## config.mk

```make
export PLATFORM = sky130hd
export DESIGN_NAME = pulse_width_code_decoder_core
export DESIGN_NICKNAME = d
export VERILOG_FILES = /design/src/rtl/core/pwcd_pkg.sv /design/src/rtl/core/pwcd_csr.sv /design/src/rtl/core/pwcd_track.sv /design/src/rtl/core/pulse_width_code_decoder_core.sv
export SDC_FILE = /design/constraint.sdc
export NUM_CORES = 1
export LEC_CHECK = 0
export BUFFER_PORTS_ARGS = -buffer_cell sky130_fd_sc_hd__buf_2
export CAP_MARGIN = 20
export CORE_MARGIN = 2
export CORE_UTILIZATION = 45
export CTS_BUF_LIST = sky130_fd_sc_hd__clkbuf_4 sky130_fd_sc_hd__clkbuf_8
export CTS_CLUSTER_SIZE = 40
export DETAILED_ROUTE_END_ITERATION = 8
export PLACE_DENSITY_LB_ADDON = 0.08
export REMOVE_ABC_BUFFERS = 1
export SYNTH_ARGS = -nofsm -noshare
export SYNTH_HDL_FRONTEND = slang
export SYNTH_SLANG_ARGS = --single-unit
```

## constraint.sdc

```tcl
create_clock -name clock -period 10.6 [get_ports clock]
set_clock_uncertainty 0.15 [all_clocks]
set_input_delay 1.06 -clock clock [delete_from_list [all_inputs] [get_ports clock]]
set_output_delay 1.06 -clock clock [all_outputs]
set_load 0.1 [all_outputs]
```

## src/rtl/core/pwcd_pkg.sv

```systemverilog
// ----------------------------------------------------------------------------
// pwcd_pkg
// Shared types, register indexes, reset values and window tables of the
// pulse width code decoder.
// ----------------------------------------------------------------------------
package pwcd_pkg;

   localparam int SAMPLE_W    = 12;
   localparam int TIME_W      = 32;
   localparam int DEBOUNCE_W  = 26;
   localparam int CODE_W      = 4;
   localparam int RELAY_W     = 3;
   localparam int CSR_INDEX_W = 3;
   localparam int CSR_DATA_W  = 26;
   localparam int NUM_WINDOWS = 8;

   // register indexes
   localparam logic [CSR_INDEX_W-1:0] CSR_THRESHOLD     = 3'd0;
   localparam logic [CSR_INDEX_W-1:0] CSR_ERROR_LEVEL   = 3'd1;
   localparam logic [CSR_INDEX_W-1:0] CSR_RISE_DEBOUNCE = 3'd2;
   localparam logic [CSR_INDEX_W-1:0] CSR_FALL_DEBOUNCE = 3'd3;
   localparam logic [CSR_INDEX_W-1:0] CSR_DECODE_ENABLE = 3'd4;

   // reset values
   localparam logic [SAMPLE_W-1:0]   THRESHOLD_RST     = 12'd2000;
   localparam logic [SAMPLE_W-1:0]   ERROR_LEVEL_RST   = 12'd1000;
   localparam logic [DEBOUNCE_W-1:0] RISE_DEBOUNCE_RST = 26'd10000;
   localparam logic [DEBOUNCE_W-1:0] FALL_DEBOUNCE_RST = 26'd10000;

   localparam logic [TIME_W-1:0]  WIDTH_OFFSET_US = 32'd10000;
   localparam logic [CODE_W-1:0]  CODE_NONE       = 4'd0;
   localparam logic [CODE_W-1:0]  CODE_MAX        = 4'd8;
   localparam logic [RELAY_W-1:0] RELAY_ALL_HIGH  = 3'b111;

   // open windows: lo < width < hi
   localparam logic [TIME_W-1:0] WIN_LO [NUM_WINDOWS] = '{
      32'd23000,  32'd48000,  32'd70000,  32'd98000,
      32'd123000, 32'd148000, 32'd173000, 32'd198000
   };
   localparam logic [TIME_W-1:0] WIN_HI [NUM_WINDOWS] = '{
      32'd30000,  32'd55000,  32'd80000,  32'd105000,
      32'd126000, 32'd155000, 32'd180000, 32'd205000
   };
   // relay pattern per code 1..8: bit0 humidifier, bit1 pump, bit2 fan
   localparam logic [RELAY_W-1:0] CODE_PATTERN [NUM_WINDOWS] = '{
      3'd7, 3'd3, 3'd6, 3'd2, 3'd7, 3'd3, 3'd6, 3'd2
   };

   typedef struct packed {
      logic [SAMPLE_W-1:0]   threshold;
      logic [SAMPLE_W-1:0]   error_level;
      logic [DEBOUNCE_W-1:0] rise_debounce_us;
      logic [DEBOUNCE_W-1:0] fall_debounce_us;
      logic                  decode_enable;
   } cfg_type;

   typedef struct packed {
      logic                alarm;
      logic [RELAY_W-1:0]  relay;
      logic [CODE_W-1:0]   code;
      logic                code_new;
   } result_type;

   // first matching window gives codes 1..8, no match gives zero
   function automatic logic [CODE_W-1:0] classify(input logic [TIME_W-1:0] width);
      logic [CODE_W-1:0] code;
      code = CODE_NONE;
      for (int i = NUM_WINDOWS - 1; i >= 0; i--) begin
         if (width > WIN_LO[i] && width < WIN_HI[i]) begin
            code = CODE_W'(i + 1);
         end
      end
      return code;
   endfunction

endpackage

```

## src/rtl/core/pwcd_csr.sv

```systemverilog
// ----------------------------------------------------------------------------
// pwcd_csr
// Configuration registers, written through a plain write port.
// ----------------------------------------------------------------------------
module pwcd_csr (
   input  logic                               clock,
   input  logic                               reset,
   input  logic                               csr_we,
   input  logic [pwcd_pkg::CSR_INDEX_W-1:0]   csr_index,
   input  logic [pwcd_pkg::CSR_DATA_W-1:0]    csr_wdata,
   output pwcd_pkg::cfg_type                  cfg
);

   pwcd_pkg::cfg_type cfg_ff;
   pwcd_pkg::cfg_type cfg_in;

   always_comb begin
      cfg_in = cfg_ff;
      if (csr_we) begin
         case (csr_index)
            pwcd_pkg::CSR_THRESHOLD: begin
               cfg_in.threshold = csr_wdata[pwcd_pkg::SAMPLE_W-1:0];
            end
            pwcd_pkg::CSR_ERROR_LEVEL: begin
               cfg_in.error_level = csr_wdata[pwcd_pkg::SAMPLE_W-1:0];
            end
            pwcd_pkg::CSR_RISE_DEBOUNCE: begin
               cfg_in.rise_debounce_us = csr_wdata[pwcd_pkg::DEBOUNCE_W-1:0];
            end
            pwcd_pkg::CSR_FALL_DEBOUNCE: begin
               cfg_in.fall_debounce_us = csr_wdata[pwcd_pkg::DEBOUNCE_W-1:0];
            end
            pwcd_pkg::CSR_DECODE_ENABLE: begin
               cfg_in.decode_enable = csr_wdata[0];
            end
            default: begin
               // drop writes beyond the register list
            end
         endcase
      end
   end

   always_ff @(posedge clock) begin
      if (reset) begin
         cfg_ff.threshold        <= pwcd_pkg::THRESHOLD_RST;
         cfg_ff.error_level      <= pwcd_pkg::ERROR_LEVEL_RST;
         cfg_ff.rise_debounce_us <= pwcd_pkg::RISE_DEBOUNCE_RST;
         cfg_ff.fall_debounce_us <= pwcd_pkg::FALL_DEBOUNCE_RST;
         cfg_ff.decode_enable    <= 1'b1;
      end else begin
         cfg_ff <= cfg_in;
      end
   end

   assign cfg = cfg_ff;

endmodule

```

## src/rtl/core/pwcd_track.sv

```systemverilog
// ----------------------------------------------------------------------------
// pwcd_track
// Pulse tracking state and the per-sample decode step.
// ----------------------------------------------------------------------------
module pwcd_track (
   input  logic                             clock,
   input  logic                             reset,
   input  pwcd_pkg::cfg_type                cfg,
   input  logic                             step_en,
   input  logic [pwcd_pkg::SAMPLE_W-1:0]    sample,
   input  logic [pwcd_pkg::TIME_W-1:0]      time_us,
   output pwcd_pkg::result_type             result
);

   localparam int TIME_W = pwcd_pkg::TIME_W;

   logic [pwcd_pkg::TIME_W-1:0]  last_high_ff, last_high_in;
   logic [pwcd_pkg::TIME_W-1:0]  start_ff, start_in;
   logic                         closed_ff, closed_in;
   logic [pwcd_pkg::CODE_W-1:0]  code_ff, code_in;
   logic [pwcd_pkg::RELAY_W-1:0] relay_ff, relay_in;

   logic                         alarm;
   logic                         fresh;
   logic [pwcd_pkg::TIME_W-1:0]  gap;
   logic [pwcd_pkg::TIME_W-1:0]  width;
   logic [pwcd_pkg::CODE_W-1:0]  match_code;
   logic [2:0]                   pat_idx;

   assign gap        = time_us - last_high_ff;
   assign width      = time_us - start_ff - pwcd_pkg::WIDTH_OFFSET_US;
   assign match_code = pwcd_pkg::classify(width);
   assign pat_idx    = 3'(match_code - 4'd1);

   always_comb begin
      alarm        = sample < cfg.error_level;
      fresh        = 1'b0;
      last_high_in = last_high_ff;
      start_in     = start_ff;
      closed_in    = closed_ff;
      code_in      = code_ff;
      relay_in     = alarm ? pwcd_pkg::RELAY_ALL_HIGH : relay_ff;
      if (sample > cfg.threshold) begin
         if (cfg.decode_enable && gap > TIME_W'(cfg.rise_debounce_us)) begin
            start_in  = time_us;
            closed_in = 1'b0;
         end
         last_high_in = time_us;
      end else if (cfg.decode_enable && gap > TIME_W'(cfg.fall_debounce_us) &&
                   !closed_ff) begin
         closed_in = 1'b1;
         code_in   = match_code;
         fresh     = 1'b1;
         if (match_code != pwcd_pkg::CODE_NONE) begin
            relay_in = pwcd_pkg::CODE_PATTERN[pat_idx];
         end
      end
   end

   always_ff @(posedge clock) begin
      if (reset) begin
         last_high_ff <= '0;
         start_ff     <= '0;
         closed_ff    <= 1'b0;
         code_ff      <= pwcd_pkg::CODE_NONE;
         relay_ff     <= '0;
      end else if (step_en) begin
         last_high_ff <= last_high_in;
         start_ff     <= start_in;
         closed_ff    <= closed_in;
         code_ff      <= code_in;
         relay_ff     <= relay_in;
      end
   end

   assign result.alarm    = alarm;
   assign result.relay    = relay_in;
   assign result.code     = code_in;
   assign result.code_new = fresh;

   // a close always leaves the pulse marked closed
   assert property (@(posedge clock) disable iff (reset)
      step_en && fresh |=> closed_ff)
      else $error("pulse not marked closed after decode");

   // a new pulse start reopens the pulse
   assert property (@(posedge clock) disable iff (reset)
      step_en && start_in != start_ff |=> !closed_ff)
      else $error("pulse start left pulse closed");

   // the code changes only on a close
   assert property (@(posedge clock) disable iff (reset)
      step_en && !fresh |=> code_ff == $past(code_ff))
      else $error("code changed without a close");

endmodule

```

## src/rtl/core/pulse_width_code_decoder_core.sv

```systemverilog
// ----------------------------------------------------------------------------
// pulse_width_code_decoder_core
// Flow: an accepted request waits in the request register, passes the decode
// step and is registered in the result register once the result side is free.
// Throughput: one request per cycle while the result side accepts, set by the
// single decode step between the request register and the result register.
// Reset: synchronous; clears both valid flags, all pulse state, and loads
// the configuration registers with their default values.
// ----------------------------------------------------------------------------
module pulse_width_code_decoder_core (
   input  logic                             clock,
   input  logic                             reset,
   // request channel
   input  logic                             req_valid,
   output logic                             req_ready,
   input  logic [pwcd_pkg::SAMPLE_W-1:0]    req_sample,
   input  logic [pwcd_pkg::TIME_W-1:0]      req_time_us,
   // result channel
   output logic                             rsp_valid,
   input  logic                             rsp_ready,
   output logic                             rsp_alarm,
   output logic                             rsp_relay_humidifier,
   output logic                             rsp_relay_pump,
   output logic                             rsp_relay_fan,
   output logic [pwcd_pkg::CODE_W-1:0]      rsp_code,
   output logic                             rsp_code_new,
   // configuration write port
   input  logic                             csr_we,
   input  logic [pwcd_pkg::CSR_INDEX_W-1:0] csr_index,
   input  logic [pwcd_pkg::CSR_DATA_W-1:0]  csr_wdata
);

   pwcd_pkg::cfg_type    cfg;
   pwcd_pkg::result_type step_result;

   // request register
   logic                          in_valid_ff, in_valid_in;
   logic [pwcd_pkg::SAMPLE_W-1:0] in_sample_ff;
   logic [pwcd_pkg::TIME_W-1:0]   in_time_ff;

   // result register
   logic                          out_valid_ff, out_valid_in;
   pwcd_pkg::result_type          out_ff;

   logic out_free;
   logic advance;
   logic req_fire;

   // the result register can load when empty or being drained this cycle
   assign out_free  = !out_valid_ff || rsp_ready;
   // move the held request through the decode step into the result register
   assign advance   = in_valid_ff && out_free;
   // take a new request whenever the request register empties or is empty
   assign req_ready = !in_valid_ff || advance;
   assign req_fire  = req_valid && req_ready;

   assign in_valid_in  = req_fire || (in_valid_ff && !advance);
   assign out_valid_in = advance || (out_valid_ff && !rsp_ready);

   pwcd_csr u_csr (
      .clock     (clock),
      .reset     (reset),
      .csr_we    (csr_we),
      .csr_index (csr_index),
      .csr_wdata (csr_wdata),
      .cfg       (cfg)
   );

   // pulse state advances only when a request leaves the request register
   pwcd_track u_track (
      .clock   (clock),
      .reset   (reset),
      .cfg     (cfg),
      .step_en (advance),
      .sample  (in_sample_ff),
      .time_us (in_time_ff),
      .result  (step_result)
   );

   always_ff @(posedge clock) begin
      if (reset) begin
         in_valid_ff  <= 1'b0;
         out_valid_ff <= 1'b0;
      end else begin
         in_valid_ff  <= in_valid_in;
         out_valid_ff <= out_valid_in;
      end
   end

   // payload registers: hold unless loaded
   always_ff @(posedge clock) begin
      if (req_fire) begin
         in_sample_ff <= req_sample;
         in_time_ff   <= req_time_us;
      end
      if (advance) begin
         out_ff <= step_result;
      end
   end

   assign rsp_valid            = out_valid_ff;
   assign rsp_alarm            = out_ff.alarm;
   assign rsp_relay_humidifier = out_ff.relay[0];
   assign rsp_relay_pump       = out_ff.relay[1];
   assign rsp_relay_fan        = out_ff.relay[2];
   assign rsp_code             = out_ff.code;
   assign rsp_code_new         = out_ff.code_new;

   // every decode step lands in the result register
   assert property (@(posedge clock) disable iff (reset)
      advance |=> rsp_valid)
      else $error("decoded request lost");

   // codes stay within 0..8
   assert property (@(posedge clock) disable iff (reset)
      rsp_valid |-> rsp_code <= pwcd_pkg::CODE_MAX)
      else $error("code out of range");

   // alarm without a close forces all relay lines high
   assert property (@(posedge clock) disable iff (reset)
      rsp_valid && rsp_alarm && !rsp_code_new |->
         rsp_relay_humidifier && rsp_relay_pump && rsp_relay_fan)
      else $error("alarm did not force relays high");

endmodule

```

* Word-level counts from Yosys, hierarchy flattened
Memory sizes are Yosys's and may differ from the RTL's.
Cells that the tools add are included.
** Storage, ports and cells
- Memory bits (read-only) :: 24
- RAM bits :: 0
- Input port bits :: 78
- Output and inout port bits :: 11
- Register bits after elaboration :: 204
- Memories :: 1
- Bits in latches :: 0
** Memory list
- (name not given) :: depth 8, width 3, read ports 1, clocked after Yosys merged registers in 0, write ports 0, RTL line pwcd_track.sv:55 : relay_in = pwcd_pkg::CODE_PATTERN[pat_idx];
** Operators by class
- Multiply operators :: 0
- Order comparisons :: 21
- Div/mod/pow operators :: 0
- Mux-type cells :: 20
- Bitwise logic cells :: 1
- Eq/ne operators :: 5
- $add $sub $neg :: 4
- Reduce and logical (&&, ||, !) cells :: 35
- Shift-type cells :: 0
** Operators with widths (count)
- $gt A32 B17 Y1 const B :: 3
- $gt A32 B18 Y1 const B :: 3
- $lt A32 B17 Y1 const B :: 3
- $lt A32 B18 Y1 const B :: 3
- $gt A32 B26 Y1 :: 2
- $sub A32 B32 Y32 :: 2
- $mux W4 :: 10
- $gt A32 B15 Y1 const B :: 1
- $gt A32 B16 Y1 const B :: 1
- $lt A32 B15 Y1 const B :: 1
- $lt A32 B16 Y1 const B :: 1
- $sub A32 B14 Y32 const B :: 1
- $mux W3 :: 6
- $logic_and A1 B1 Y1 :: 15
- $gt A12 B12 Y1 :: 1
- $lt A12 B12 Y1 :: 1
- $reduce_and A2 Y1 :: 6
- $eq A3 B2 Y1 const B :: 2
- $reduce_and A3 Y1 :: 2
- $logic_not A1 Y1 :: 5
- $ge A4 B4 Y1 const B :: 1
- $logic_or A1 B1 Y1 :: 4
- $mux W1 :: 4
- $not A3 Y4 :: 1
- other kinds (7) :: 7

* Depth between registers and ports, before layout
- Word-level depth :: 20
- Mapped depth :: 25

* Cells and area by module
Synthesis repeated with hierarchy kept, for this count alone.
** Second synthesis, totals
- Cells, all modules :: 1698
- Area, all modules :: 14674.1 um2
** By module, submodules not included
- pwcd_track :: cells an instance 1342, times used 1, area each 9882.0 um2, seq. area each 1441.4 um2
- pwcd_csr :: cells an instance 293, times used 1, area each 3096.7 um2, seq. area each 1541.5 um2
- pulse_width_code_decoder_core :: cells an instance 63, times used 1, area each 1695.4 um2, seq. area each 1631.6 um2

* Worst setup path after synthesis
No wires, ideal clock.
- Kind :: register -> register
- Start :: register in_time_ff[1] (netlist name)
- End :: register out_ff, in the netlist rsp_relay_pump, data pin
- Stages on the path, launching flop included :: 24
- Arrival :: 4549 ps
- Slack :: 5635 ps
- Clock period less this slack :: 4965 ps
- Required time :: 10185 ps
- Cells stage by stage :: edfxtp_1 > ha_1 > nor2b_1 > o31a_1 > o21ai_0 > o31ai_1 > nand3_1 > and2_1 > nor2_1 > o21ai_0 > nand2b_1 > a21oi_1 > xnor2_1 > ha_1 > a21o_1 > a21o_1 > a21oi_1 > nand2_1 > o31ai_1 > nand2_1 > a221o_1 > o21ai_1 > nor2_1 > or3_1
** RTL lines
- start, declared :: RTL line pulse_width_code_decoder_core.sv:39 : logic [pwcd_pkg::TIME_W-1:0] in_time_ff;
- start signal, assigned :: RTL line pulse_width_code_decoder_core.sv:94 : in_time_ff <= req_time_us;
- end signal, assigned :: RTL line pulse_width_code_decoder_core.sv:97 : out_ff <= step_result;
- end, declared :: RTL line pulse_width_code_decoder_core.sv:43 : pwcd_pkg::result_type out_ff;

==> results.toml <==
[sta]
slew_headroom = 0.3026
period_share = 0.5606
tns_ns = 0
worst_slew_pin_slew_ns = 1.046
hold_violations = 0
setup_violations = 0
period_minus_slack_ns = 5.942
slew_viol_final = 0
fmax_mhz = 168.3
worst_slack_ns = 4.658
rsz0062_at_grt = "false"

[yosys]
synth_top_area_frac = 0.2108
syn_area_um2 = 14340
yosysMostFrequentCell = "inv_1"
synthTopCellsByArea = "dfxtp_1 (21%), ha_1 (15%), edfxtp_1 (11%)"
async_reset_ff_frac = 0
yosys-top-cells-count = "inv_1 (208), nand2_1 (187), ha_1 (168)"
synth_area_leader_cell = "dfxtp_1"
syn_inst = 1734
synthFlopType = "dfxtp_1"
yosysWarnings = 0
yosysSeqAreaShare = 0.3217
synth-seq-cells = 204
ys_types = 93
avgSynthCellArea_um2 = 8.271
synth_edf_count = 53

[setup_path]
crit_type = "flop to flop"
crit_path_frequent_cell = "ha_1"
start_kind = "flop"
path_buf_inv = 1
worstPathRequired_ns = 10.71
worstPathArrival_ns = 6.06
slowest_delay_ns = 0.65
crit_chain = "ha_1, ha_1, inv_1, fa_1, nand2b_1, a211oi_4, o21ai_2, xnor2_1, nor2_1, a41o_1, nor4_1, o21ai_0, a21o_1, ha_1, o41ai_1, a21bo_2, nor2_1, mux2i_1"
critPathSlowestCell = "xnor2_1"
cp_top_family = "compound AO/OA/AOI/OAI gates"
reg2reg_slack_ns = 4.66
critPathCaptureType = "flop"
critical_path.max_fanout = 9

[outcome]
status = "finished, final reports clean"

[global_route]
grt_start_max_net_pins = 78
antenna_found_initial = 0
overflow = 0
track_usage = 0.2229
first_global_vias = 11840
grt_pass1_wl_um = 60580

[floorplan]
dieWidth_um = 182.5
core_area_um2 = 31470
die-area_um2 = 33320
start_util = 0.4557
rows = 65
die_h_um = 182.5
io-pin-count = 89

[clocking]
numCtsBuffers = 38
htree_levels = 2
cts_buffer_depth = 3
clk_latency_ns = 0.55
cts_tree = "built"
postCtsSetupRepairBufs = 0
cts-resized-gates = 0
clock_sinks = 204
clock-root-buffer = "clkbuf_8"
path_clk_slew_ns = 0.06
holdBufCountCts = 0

[power_and_ir_drop]
power.internal_uw = 1568
irDropWorstVdd_mv = 0.1122
seq_power_share = 0.365
clockPowerShare = 0.359
swShare = 0.3284
p_sw_uw = 767.0
power.leakage_uw = 0.006571
p_comb_frac = 0.275
power-per-cell-area_nw_per_um2 = 146.2

[place]
dp_hpwl_um = 28670
place.gp.congestion = 0.9705
place_ws_ns = 4.110
portBuffers = 88

[route]
drc = 0
dr.pass1.iters = 5
avgViaCountPerCell = 5.501
drtIter0Drc = 741
vias = 12300
ant_nets = 0
wl_um = 37230
post_drt_wl_per_cell_um = 16.65

[finish]
nets = 2053
area_growth_pct = 11.38
post-route-util = 0.5076
layout-drive-gt1-share = 0.1074
antenna_cells = 0

[job]
drv_cap = 0

[hold_path]
hold_path_class = "flop to flop"
-- cells by family (layout without fill, tap and decap cells) --
kind of cell / Yosys count / after routing / synth area share
AND/OR/NAND/NOR: 549 / 549 / 0.1837
AO/OA/AOI/OAI: 420 / 420 / 0.1931
XOR/XNOR: 37 / 37 / 0.02312
adder cells (fa/ha/maj): 170 / 170 / 0.1494
flip-flops: 204 / 204 / 0.3217
buffers and inverters: 275 / 375 / 0.07380
multiplexers: 79 / 79 / 0.05522
-- routing by layer --
layer,wire length (µm),track usage
met3,1207,0.02734
met1,17840,0.3000
met2,17240,0.3731
met5,0,0
met4,946,0.06968
-- registers in the layout, indices dropped and copies added (netlist names), 3 cells and up --
name	count
u_track.last_high_ff	32
in_time_ff	32
rsp_code	4
u_track.code_ff	4
u_csr.cfg	77
u_track.start_ff	32
u_track.relay_ff	3
in_sample_ff	12
-- power groups by stage --
stage                     Clock (µW)  Sequential, µW  Combinational (µW)
after global routing             899             856                 720
after detailed placement           0             869                 633
after global placement             0             868                 635
after floorplan                    0             875                 450
final                            840             853                 643
after CTS                        864             853                 637
-- tightest hold or removal path, stage by stage (launching register included) --
cell	delay [ns]
dfxtp_1	0.31
nand2_1	0.05
a21oi_1	0.05
-- metrics by stage --
stage / hold WS, ns / cells / total power (µW) / area, µm²
3_3_place_gp: 0.2930 / 2163 / 1503 / 15070
5_1_grt: 0.3222 / 2236 / 2475 / 15980
3_5_place_dp: 0.2975 / 2164 / 1502 / 15080
6_report: 0.3054 / 2236 / 2335 / 15980
4_1_cts: 0.3069 / 2233 / 2354 / 15920
2_1_floorplan: 0.2803 / 1668 / 1325 / 14070
-- cells in the final DEF (no fill, tap or decap), types with 21 or more instances in the layout --
master    instances
nand3_1          37
buf_2            87
o21a_1           21
a21oi_1         139
edfxtp_1         53
inv_1           208
xnor2_1          25
dfxtp_1         151
o21ai_0          60
nand2_1         187
mux2i_1          78
a21o_1           43
clkbuf_8         42
nand4_1          31
ha_1            168
nor2_1          149
-- cell type report --
| class | count | area, µm² |
|---|---|---|
| Fill cell | 3096 | 15500 |
| Multi-Input combinational cell | 1255 | 8687 |
| Sequential cell | 204 | 4614 |
| Inverter | 209 | 784.5 |
| Clock buffer | 51 | 639.4 |
| Timing Repair Buffer | 97 | 548.0 |
| Tap cell | 402 | 503.0 |
| Clock inverter | 18 | 198.9 |
-- path summary, 6_finish.rpt --
kind | startpoint | to | depth (start not counted)
worst max-delay path | in_time_ff[1] | rsp_relay_fan | 18
worst max register to register | in_time_ff[1] | rsp_relay_fan | 18
worst min register to register | u_csr.cfg[26] | u_csr.cfg[26] | 2
worst min-delay path | u_csr.cfg[26] | u_csr.cfg[26] | 2
No activity file was read; power rests on OpenSTA's default activity.
